[src/design/txwrl_pkg.sv]
package txwrl_pkg;

    localparam int CLIENTS      = 2;
    localparam int CLIENT_SLOTS = 2;
    localparam int BUFFER_BYTES = 2048;
    localparam int BUF_SHIFT    = $clog2(BUFFER_BYTES);

    localparam int CLIENT_W  = 1;
    localparam int OFFSET_W  = 32;
    localparam int LENGTH_W  = 16;
    localparam int WINDOW_W  = 32;
    localparam int ADDR_W    = 48;
    localparam int BUDGET_W  = 32;
    localparam int BUFFERS_W = 13;
    localparam int USED_W    = 40;
    localparam int BITS_W    = LENGTH_W + 3;
    localparam int REGION_W  = BUFFERS_W + BUF_SHIFT;

    localparam int CFG_INDEX_W = 3;
    localparam int CFG_DATA_W  = 48;

    localparam int S_TDATA_W = 128;
    localparam int S_TUSER_W = 2;
    localparam int M_TDATA_W = 64;
    localparam int M_TUSER_W = 5;

    localparam logic [BUDGET_W-1:0] BUDGET_RESET = BUDGET_W'(2000000);
    localparam logic [USED_W-1:0]   USED_MAX     = '1;

    typedef enum logic [2:0] {
        ST_FORWARDED = 3'd0,
        ST_REJECTED  = 3'd1,
        ST_HELD      = 3'd2,
        ST_RETURNED  = 3'd3,
        ST_UNOWNED   = 3'd4
    } status_t;

    typedef enum logic [CFG_INDEX_W-1:0] {
        REG_BUDGET0  = 3'd0,
        REG_BUDGET1  = 3'd1,
        REG_BASE0    = 3'd2,
        REG_BASE1    = 3'd3,
        REG_BUFFERS0 = 3'd4,
        REG_BUFFERS1 = 3'd5
    } cfg_reg_t;

    localparam logic OP_SUBMIT = 1'b0;
    localparam logic OP_RETURN = 1'b1;

endpackage

[src/design/tx_window_rate_limiter_unit.sv]
// Transmit descriptor gate with a fixed-window bit budget for two clients.
// Input items arrive on the s_ stream: tuser carries the operation (submit or
// return) and the client, tdata carries offset, length, window and physical
// address. Each item yields exactly one result item on the m_ stream: tuser
// carries status, owner and timer request, tdata the address and length.
// The input register and then the result register hold each item; one item is
// taken in every cycle while results are taken, as the budget check, count
// update and address translation for one item sit between the two registers.
// A submit with a new window number clears that client's used-bit count; an
// over-budget submit is held with a timer request, a bad offset is rejected,
// otherwise the offset is translated and length*8 bits are charged.
// Configuration registers are written through cfg_wr_en, cfg_index and
// cfg_wr_data; the user must write them only while the block is idle, which
// the block itself does not enforce; indexes beyond the list are ignored.
// Reset (aresetn low, synchronous) empties both registers, restores default
// budgets, clears region bases, buffer counts, window numbers and counts.
// When m_tready is low the result holds; the input register still takes one
// more item, after which s_tready drops until the result is taken.
module tx_window_rate_limiter_unit (
    input  logic                                 aclk,
    input  logic                                 aresetn,
    input  logic                                 s_tvalid,
    output logic                                 s_tready,
    // offset[31:0], length[47:32], window[79:48], phys_address[127:80]
    input  logic [txwrl_pkg::S_TDATA_W-1:0]      s_tdata,
    // operation[0], client[1]
    input  logic [txwrl_pkg::S_TUSER_W-1:0]      s_tuser,
    output logic                                 m_tvalid,
    input  logic                                 m_tready,
    // address[47:0], out_length[63:48]
    output logic [txwrl_pkg::M_TDATA_W-1:0]      m_tdata,
    // status[2:0], owner[3], timer_request[4]
    output logic [txwrl_pkg::M_TUSER_W-1:0]      m_tuser,
    input  logic                                 cfg_wr_en,
    input  logic [txwrl_pkg::CFG_INDEX_W-1:0]    cfg_index,
    input  logic [txwrl_pkg::CFG_DATA_W-1:0]     cfg_wr_data
);

    localparam int NS = txwrl_pkg::CLIENT_SLOTS;

    logic [txwrl_pkg::BUDGET_W-1:0]  budget_reg  [NS];
    logic [txwrl_pkg::ADDR_W-1:0]    base_reg    [NS];
    logic [txwrl_pkg::BUFFERS_W-1:0] buffers_reg [NS];
    logic [txwrl_pkg::WINDOW_W-1:0]  last_window_reg [NS];
    logic [txwrl_pkg::USED_W-1:0]    used_bits_reg   [NS];

    logic                                in_valid_reg;
    logic [txwrl_pkg::S_TDATA_W-1:0]     in_data_reg;
    logic [txwrl_pkg::S_TUSER_W-1:0]     in_user_reg;

    logic                                out_valid_reg;
    logic [txwrl_pkg::M_TDATA_W-1:0]     out_data_reg;
    logic [txwrl_pkg::M_TUSER_W-1:0]     out_user_reg;

    logic                                advance;
    logic                                in_op;
    logic [txwrl_pkg::CLIENT_W-1:0]      in_client;
    logic [txwrl_pkg::OFFSET_W-1:0]      in_offset;
    logic [txwrl_pkg::LENGTH_W-1:0]      in_length;
    logic [txwrl_pkg::WINDOW_W-1:0]      in_window;
    logic [txwrl_pkg::ADDR_W-1:0]        in_phys;

    logic                                client_ok;
    logic [txwrl_pkg::USED_W-1:0]        cur_used;
    logic [txwrl_pkg::USED_W:0]          used_sum;
    logic [txwrl_pkg::USED_W-1:0]        used_next;
    logic [txwrl_pkg::ADDR_W:0]          region_bytes;
    logic [txwrl_pkg::ADDR_W:0]          region_end;
    logic                                owned;
    logic [txwrl_pkg::CLIENT_W-1:0]      owner_hit;
    logic [txwrl_pkg::ADDR_W-1:0]        addr_hit;

    txwrl_pkg::status_t                  res_status;
    logic [txwrl_pkg::CLIENT_W-1:0]      res_owner;
    logic [txwrl_pkg::ADDR_W-1:0]        res_addr;
    logic [txwrl_pkg::LENGTH_W-1:0]      res_length;
    logic                                res_timer;
    logic                                upd_state;

    assign advance  = in_valid_reg && (!out_valid_reg || m_tready);
    assign s_tready = !in_valid_reg || advance;
    assign m_tvalid = out_valid_reg;
    assign m_tdata  = out_data_reg;
    assign m_tuser  = out_user_reg;

    assign in_op     = in_user_reg[0];
    assign in_client = in_user_reg[1];
    assign in_offset = in_data_reg[31:0];
    assign in_length = in_data_reg[47:32];
    assign in_window = in_data_reg[79:48];
    assign in_phys   = in_data_reg[127:80];

    always_ff @(posedge aclk) begin
        if (!aresetn) begin
            for (int k = 0; k < NS; k++) begin
                budget_reg[k]  <= txwrl_pkg::BUDGET_RESET;
                base_reg[k]    <= '0;
                buffers_reg[k] <= '0;
            end
        end else if (cfg_wr_en) begin
            case (cfg_index)
                txwrl_pkg::REG_BUDGET0:  budget_reg[0]  <= cfg_wr_data[txwrl_pkg::BUDGET_W-1:0];
                txwrl_pkg::REG_BUDGET1:  budget_reg[1]  <= cfg_wr_data[txwrl_pkg::BUDGET_W-1:0];
                txwrl_pkg::REG_BASE0:    base_reg[0]    <= cfg_wr_data[txwrl_pkg::ADDR_W-1:0];
                txwrl_pkg::REG_BASE1:    base_reg[1]    <= cfg_wr_data[txwrl_pkg::ADDR_W-1:0];
                txwrl_pkg::REG_BUFFERS0: buffers_reg[0] <= cfg_wr_data[txwrl_pkg::BUFFERS_W-1:0];
                txwrl_pkg::REG_BUFFERS1: buffers_reg[1] <= cfg_wr_data[txwrl_pkg::BUFFERS_W-1:0];
                default: ;
            endcase
        end
    end

    always_comb begin
        client_ok  = (32'(in_client) < txwrl_pkg::CLIENTS);
        cur_used   = (last_window_reg[in_client] != in_window) ? '0
                                                               : used_bits_reg[in_client];
        used_sum   = {1'b0, cur_used} + (txwrl_pkg::USED_W+1)'({in_length, 3'b000});
        used_next  = cur_used;
        res_status = txwrl_pkg::ST_REJECTED;
        res_owner  = in_client;
        res_addr   = txwrl_pkg::ADDR_W'(in_offset);
        res_length = in_length;
        res_timer  = 1'b0;
        upd_state  = 1'b0;
        owned      = 1'b0;
        owner_hit  = '0;
        addr_hit   = in_phys;
        region_bytes = '0;
        region_end   = '0;

        for (int k = NS - 1; k >= 0; k--) begin
            region_bytes = (txwrl_pkg::ADDR_W+1)'({buffers_reg[k],
                                                   {txwrl_pkg::BUF_SHIFT{1'b0}}});
            region_end   = {1'b0, base_reg[k]} + region_bytes;
            if (k < txwrl_pkg::CLIENTS && in_phys >= base_reg[k]
                    && {1'b0, in_phys} < region_end) begin
                owned     = 1'b1;
                owner_hit = txwrl_pkg::CLIENT_W'(k);
                addr_hit  = in_phys - base_reg[k];
            end
        end

        if (in_op == txwrl_pkg::OP_SUBMIT) begin
            region_bytes = (txwrl_pkg::ADDR_W+1)'({buffers_reg[in_client],
                                                   {txwrl_pkg::BUF_SHIFT{1'b0}}});
            if (client_ok) begin
                upd_state = 1'b1;
                if (cur_used >= txwrl_pkg::USED_W'(budget_reg[in_client])) begin
                    res_status = txwrl_pkg::ST_HELD;
                    res_timer  = 1'b1;
                end else if (in_offset[txwrl_pkg::BUF_SHIFT-1:0] == '0
                        && (txwrl_pkg::ADDR_W+1)'(in_offset) < region_bytes) begin
                    res_status = txwrl_pkg::ST_FORWARDED;
                    res_addr   = txwrl_pkg::ADDR_W'(in_offset) + base_reg[in_client];
                    used_next  = used_sum[txwrl_pkg::USED_W] ? txwrl_pkg::USED_MAX
                                                             : used_sum[txwrl_pkg::USED_W-1:0];
                end
            end
        end else begin
            res_length = '0;
            if (owned) begin
                res_status = txwrl_pkg::ST_RETURNED;
                res_owner  = owner_hit;
                res_addr   = addr_hit;
            end else begin
                res_status = txwrl_pkg::ST_UNOWNED;
                res_owner  = '0;
                res_addr   = in_phys;
            end
        end
    end

    always_ff @(posedge aclk) begin
        if (!aresetn) begin
            in_valid_reg  <= 1'b0;
            out_valid_reg <= 1'b0;
            for (int k = 0; k < NS; k++) begin
                last_window_reg[k] <= '0;
                used_bits_reg[k]   <= '0;
            end
        end else begin
            if (s_tready) begin
                in_valid_reg <= s_tvalid;
            end
            if (advance) begin
                out_valid_reg <= 1'b1;
                if (upd_state) begin
                    last_window_reg[in_client] <= in_window;
                    used_bits_reg[in_client]   <= used_next;
                end
            end else if (m_tready) begin
                out_valid_reg <= 1'b0;
            end
        end
    end

    always_ff @(posedge aclk) begin
        if (s_tready && s_tvalid) begin
            in_data_reg <= s_tdata;
            in_user_reg <= s_tuser;
        end
        if (advance) begin
            out_data_reg <= {res_length, res_addr};
            out_user_reg <= {res_timer, res_owner, res_status};
        end
    end

`ifndef ASSERT_OFF
    a_no_overrun: assert property (@(posedge aclk) disable iff (!aresetn)
        (in_valid_reg && out_valid_reg && !m_tready) |-> !s_tready)
        else $error("input register overrun while result stalled");

    a_timer_only_held: assert property (@(posedge aclk) disable iff (!aresetn)
        (m_tvalid && m_tuser[4]) |-> (m_tuser[2:0] == txwrl_pkg::ST_HELD))
        else $error("timer request without held status");

    a_window_tracked: assert property (@(posedge aclk) disable iff (!aresetn)
        (advance && upd_state) |=> (last_window_reg[$past(in_client)] == $past(in_window)))
        else $error("window number not stored for submitting client");

    a_return_len_zero: assert property (@(posedge aclk) disable iff (!aresetn)
        (m_tvalid && (m_tuser[2:0] == txwrl_pkg::ST_RETURNED
                      || m_tuser[2:0] == txwrl_pkg::ST_UNOWNED))
        |-> (m_tdata[63:48] == '0))
        else $error("return result carries a length");

    a_reset_empty: assert property (@(posedge aclk)
        $past(!aresetn) |-> (!m_tvalid && !in_valid_reg))
        else $error("registers not empty after reset");
`endif

endmodule
[config.mk]
export PLATFORM = sky130hd
export DESIGN_NAME = tx_window_rate_limiter_unit
export DESIGN_NICKNAME = d
export VERILOG_FILES = /design/src/design/txwrl_pkg.sv /design/src/design/tx_window_rate_limiter_unit.sv
export SDC_FILE = /design/constraint.sdc
export NUM_CORES = 1
export LEC_CHECK = 0
export BUFFER_PORTS_ARGS = -buffer_cell sky130_fd_sc_hd__buf_2
export CAP_MARGIN = 10
export CORE_UTILIZATION = 30
export CTS_BUF_LIST = sky130_fd_sc_hd__clkbuf_2 sky130_fd_sc_hd__clkbuf_4 sky130_fd_sc_hd__clkbuf_8
export DETAILED_ROUTE_END_ITERATION = 8
export PLACE_DENSITY_LB_ADDON = 0.12
export SETUP_SLACK_MARGIN = 0.15
export SLEW_MARGIN = 20
export SYNTH_ARGS = -nofsm -noshare
export SYNTH_HDL_FRONTEND = slang
export SYNTH_SLANG_ARGS = --single-unit
[constraint.sdc]
create_clock -name aclk -period 10.2 [get_ports aclk]
set_input_delay 2.04 -clock aclk [delete_from_list [all_inputs] [get_ports aclk]]
set_output_delay 2.04 -clock aclk [all_outputs]
set_load 0.05 [all_outputs]
# Word-level counts from Yosys, hierarchy flattened
# Memories as Yosys holds them, arrays and structs flattened. A register that Yosys moved wholly into a read port is not among the register bits.
# Cells that the tools add are included.
[classes]
reduce_logical = 14
bitwise_logic = 6
order_cmp = 6
mul = 0
div = 0
n_eq_ne = 6
mux = 69
addsub = 6
shift = 0
[ops]
columns = ["cell", "count"]
rows = [
  ["$mux 48", 8],
  ["$mux 40", 6],
  ["$add 48x24->49", 2],
  ["$lt 48x49->1", 2],
  ["$ge 48x48->1", 2],
  ["$mux 32", 3],
  ["$sub 48x48->48", 2],
  ["$add 32x48->48", 1],
  ["$mux 1", 47],
  ["$add 40x19->41", 1],
  ["$ge 40x32->1", 1],
  ["$reduce_or 40->1", 1],
  ["$lt 32x24->1", 1],
  ["$ne 32x32->1", 1],
  ["$reduce_or 32->1", 1],
  ["$mux 13", 2],
  ["$logic_not 11->1", 1],
  ["$eq 3x2->1 const B", 2],
  ["$eq 3x3->1 const B", 2],
  ["$mux 3", 2],
  ["$or 1x1->1", 6],
  ["$logic_and 1x1->1", 5],
  ["$eq 3x1->1 const B", 1],
  ["$logic_not 3->1", 1],
  ["other kinds (4)", 6],
]
[word_totals]
input_bits = 186
mem_bits_ro = 0
mem_count = 5
ff_bits = 201
wordCells = 120
output_inout_bits = 71
mem_bits_rw = 330
latchBits = 0
[memory_table]
columns = ["name", "words", "width", "rd", "rd_ports_with_merged_regs", "write_ports", "line_no", "source"]
rows = [
  ["base_reg", 2, 48, 3, 1, 2, "tx_window_rate_limiter_unit.sv:42", "logic [txwrl_pkg::ADDR_W-1:0] base_reg [NS];"],
  ["used_bits_reg", 2, 40, 1, 1, 2, "tx_window_rate_limiter_unit.sv:45", "logic [txwrl_pkg::USED_W-1:0] used_bits_reg [NS];"],
  ["budget_reg", 2, 32, 1, 1, 2, "tx_window_rate_limiter_unit.sv:41", "logic [txwrl_pkg::BUDGET_W-1:0] budget_reg [NS];"],
  ["last_window_reg", 2, 32, 1, 1, 2, "tx_window_rate_limiter_unit.sv:44", "logic [txwrl_pkg::WINDOW_W-1:0] last_window_reg [NS];"],
  ["buffers_reg", 2, 13, 3, 1, 2, "tx_window_rate_limiter_unit.sv:43", "logic [txwrl_pkg::BUFFERS_W-1:0] buffers_reg [NS];"],
]

# Depth between registers and ports, before layout
[depth]
word_depth = 8
depth_mapped = 29
depth_no_buf = 27

# Worst setup path before layout
# No wires, ideal clock.
[synth_timing]
kind = "in2reg"
startpoint = "input port m_tready"
endpoint = "memory last_window_reg[0][0] in the netlist's numbering (enable)"
t_arrival_ps = 7736
path_buffers = 1
stages = 7
slack_ps = 2032
cell_sequence = "nor2b_1 nor2b_1 nand3_1 inv_1 nand2_1 clkbuf_1 nand2_1"
[synth_rtl]
columns = ["element", "line_no", "source"]
rows = [
  ["from (decl)", "tx_window_rate_limiter_unit.sv:29", "input logic m_tready,"],
  ["to (decl)", "tx_window_rate_limiter_unit.sv:44", ""],
]

==> metrics.txt <==
gr usage total=approximately a fifth; Synth Area in XOR/XNOR=6.41%; final setup vio count=0; Post-Place Cells=between 5000 and 6000; clk_skew=0.0629 ns; Async SR Flop Fraction=0%; Yosys warning total=0; fin. max-slew vios=0; 1st-iter DRT viols=2113; dpl hpwl=just over 90000 um; Max FO, Critical Path=between 60 and 70; worst path arrival time=8.03 ns; largest net degree at the start of global routing=66; Syn Nets=approximately 3800; largest family of logic cells by synthesized area=simple AND/OR/NAND/NOR gates; Port-buffer cells=around 260; CTS sink cnt=532; Worst Max-Slew Pin Slew=around 1 ns; Vias/cell=roughly 5.1; max reg flops=roughly 130; multi-input logic area=approximately 18000 um2; crit end category=flop; VDD IR max=slightly below 0.09 mV; Mapped Area=35000 um2; I/O Pins=257; fraction of layout cells with a size suffix above 1=between 10% and 20%; Synth top area share=between 40 and 50%; Hold Path Class=flop to flop; Worst Path Required=10.82 ns; adder and majority cell fraction of the synthesized area=roughly a tenth; Vias=~27000; total of max-cap violations=0; Fmax=0.135 GHz; Nets=4112; clock buffer count from CTS=100; Crit Path Category=flop to flop; total grt overflow=0; sequential area share after synthesis=45.6%; PostCTS Resize Cnt=0; Post-CTS Setup Inserts=0; drt drc=0; First-pass DRT Iterations=5; Compound-Gate Fraction of Synth Area=14.6%; Row Count=124; first-pass GRT wire length=~170000 um; hold_buf cts=0; P&R area growth vs syn=14.1%; crit-path max cell delay=0.62 ns; Root Buffer=clkbuf_8; post-synthesis cell type count=94; Fin. Hold Viols=0; TritonCTS clock tree=done; Critical Path Most Common Cell=o21ai_0; Final GP Congestion=0.910; worst skew pair latency=a little over 0.8 ns; commonest non-fill, non-tap cell in the layout=edfxtp_1; vias in the first global route=roughly 26000; cell taking the most area after synthesis=edfxtp_1; Total Routed Length=~120000 um; Bufs on Longest Clock Path=3; prevailing post-synth register cell=edfxtp_1; FF/Latch Area=between 15000 and 20000 um2; RSZ-0062 raised after global routing=false; outcome=complete, no violations; Die X=about 340 um; ANT nets after route=0; synthesized instance count=approximately 3400; Die Height=343 um; filler instances=between 10000 and 15000; post-synthesis simple-gate area fraction=15.1%; per-cell routed wire length=roughly 22 um; Worst slew margin=30.9%; most frequent cells in the layout=edfxtp_1, ha_1, nor2_1, buf_2, nand2_1; Crit-path slowest cell=and2_0; Post-Layout Cell Count=5227; startpoint types=flop; post-synthesis mux area share=around 4.4%; min Tclk post-route=roughly 7.4 ns; Period Utilization, post-route=slightly above 70%; Initial Utilization=30.4%; Power Density=roughly 160 nW/um2; flops & latches, synth=around 530; initial antenna violation count=9; Lkg Pwr=approximately 16 nW; core area=about 110000 um2; sum of negative setup slack=0 ns; Synth area leaders=edfxtp_1, ha_1, xnor2_1, mux2i_1, a21oi_1; Worst-path clk slew=0.06 ns; Die Area=between 100000 and 150000 um2; Mean Syn Cell Area=~10 um2; EDFF count, synth=529; CTS H-tree depth=3
[synthesized netlist by cell type (69+ instances only)]
cell        n
inv_1     149
ha_1      288
xor2_1     69
nand2_1   241
edfxtp_1  529
and2_1    158
a21oi_1   237
mux2i_1   145
a21o_1     77
o21ai_0   192
clkbuf_1   75
nor2_1    260
xnor2_1   187
[per-layer routing]
metal	vias to the layer above	global-route usage, %	share of wire (%)
met2	685	30.5	44
met5	-	0	0.041
met3	155	3.18	5.2
met4	8	5.15	2.2
li1	13023	-	-
met1	12670	27.9	48
[stage by stage]
stage	hold slack, ns	worst slack (ns)	utilization, %	cell area [um2]	total power (W)
4_1_cts	0.517	2.61	34.7	39900	0.00637
3_5_place_dp	0.505	2.64	33.0	37900	0.00423
5_1_grt	0.557	2.09	34.7	39900	0.00661
6_report	0.519	2.79	34.7	39900	0.00627
3_3_place_gp	0.511	2.74	33.0	37900	0.00424
2_1_floorplan	0.478	2.03	-	35000	0.00375
[worst max-delay path, delay by kind of cell (launching register included)]
family                   cells  cell delay [ns]
XOR/XNOR                     1             0.10
flip-flops                   1             0.36
AO/OA/AOI/OAI               13             2.74
buffers and inverters        3             1.20
adder cells (fa/ha/maj)      3             0.86
AND/OR/NAND/NOR              7             1.92
[area by class of cell]
type | count | area share, %
multi-input cells | 2557 | 45.1
flip-flops and latches | 532 | 40.0
well taps | 1512 | 4.74
clock buffers | 130 | 4.01
repair buffers | 290 | 3.85
inverters | 151 | 1.42
clock inverters | 52 | 0.891
diodes | 3 | 0.0188
[final timing paths]
path,slack (ns),depth (start not counted),start,end
max,2.79,27,buffers_reg[0][0],m_tdata[43]
min,0.52,2,in_valid_reg,m_tvalid
max reg2reg,2.79,27,buffers_reg[0][0],m_tdata[43]
min reg2reg,0.52,2,in_valid_reg,m_tvalid
[cells by family after synthesis]
kind of cell               Yosys count
adders and majority gates          294
muxes                              153
buffers and inverters              274
xor gates and xnor gates           256
AOI/OAI and AO/OA                  803
and+or+nand+nor                   1051
DFF                                532
[where the power goes]
| part | switching, W | internal, W |
|---|---|---|
| registers | 0.000123 | 0.00256 |
| logic | 0.000951 | 0.000560 |
| clock network | 0.000988 | 0.00109 |
(Power assumes the default switching activity.)
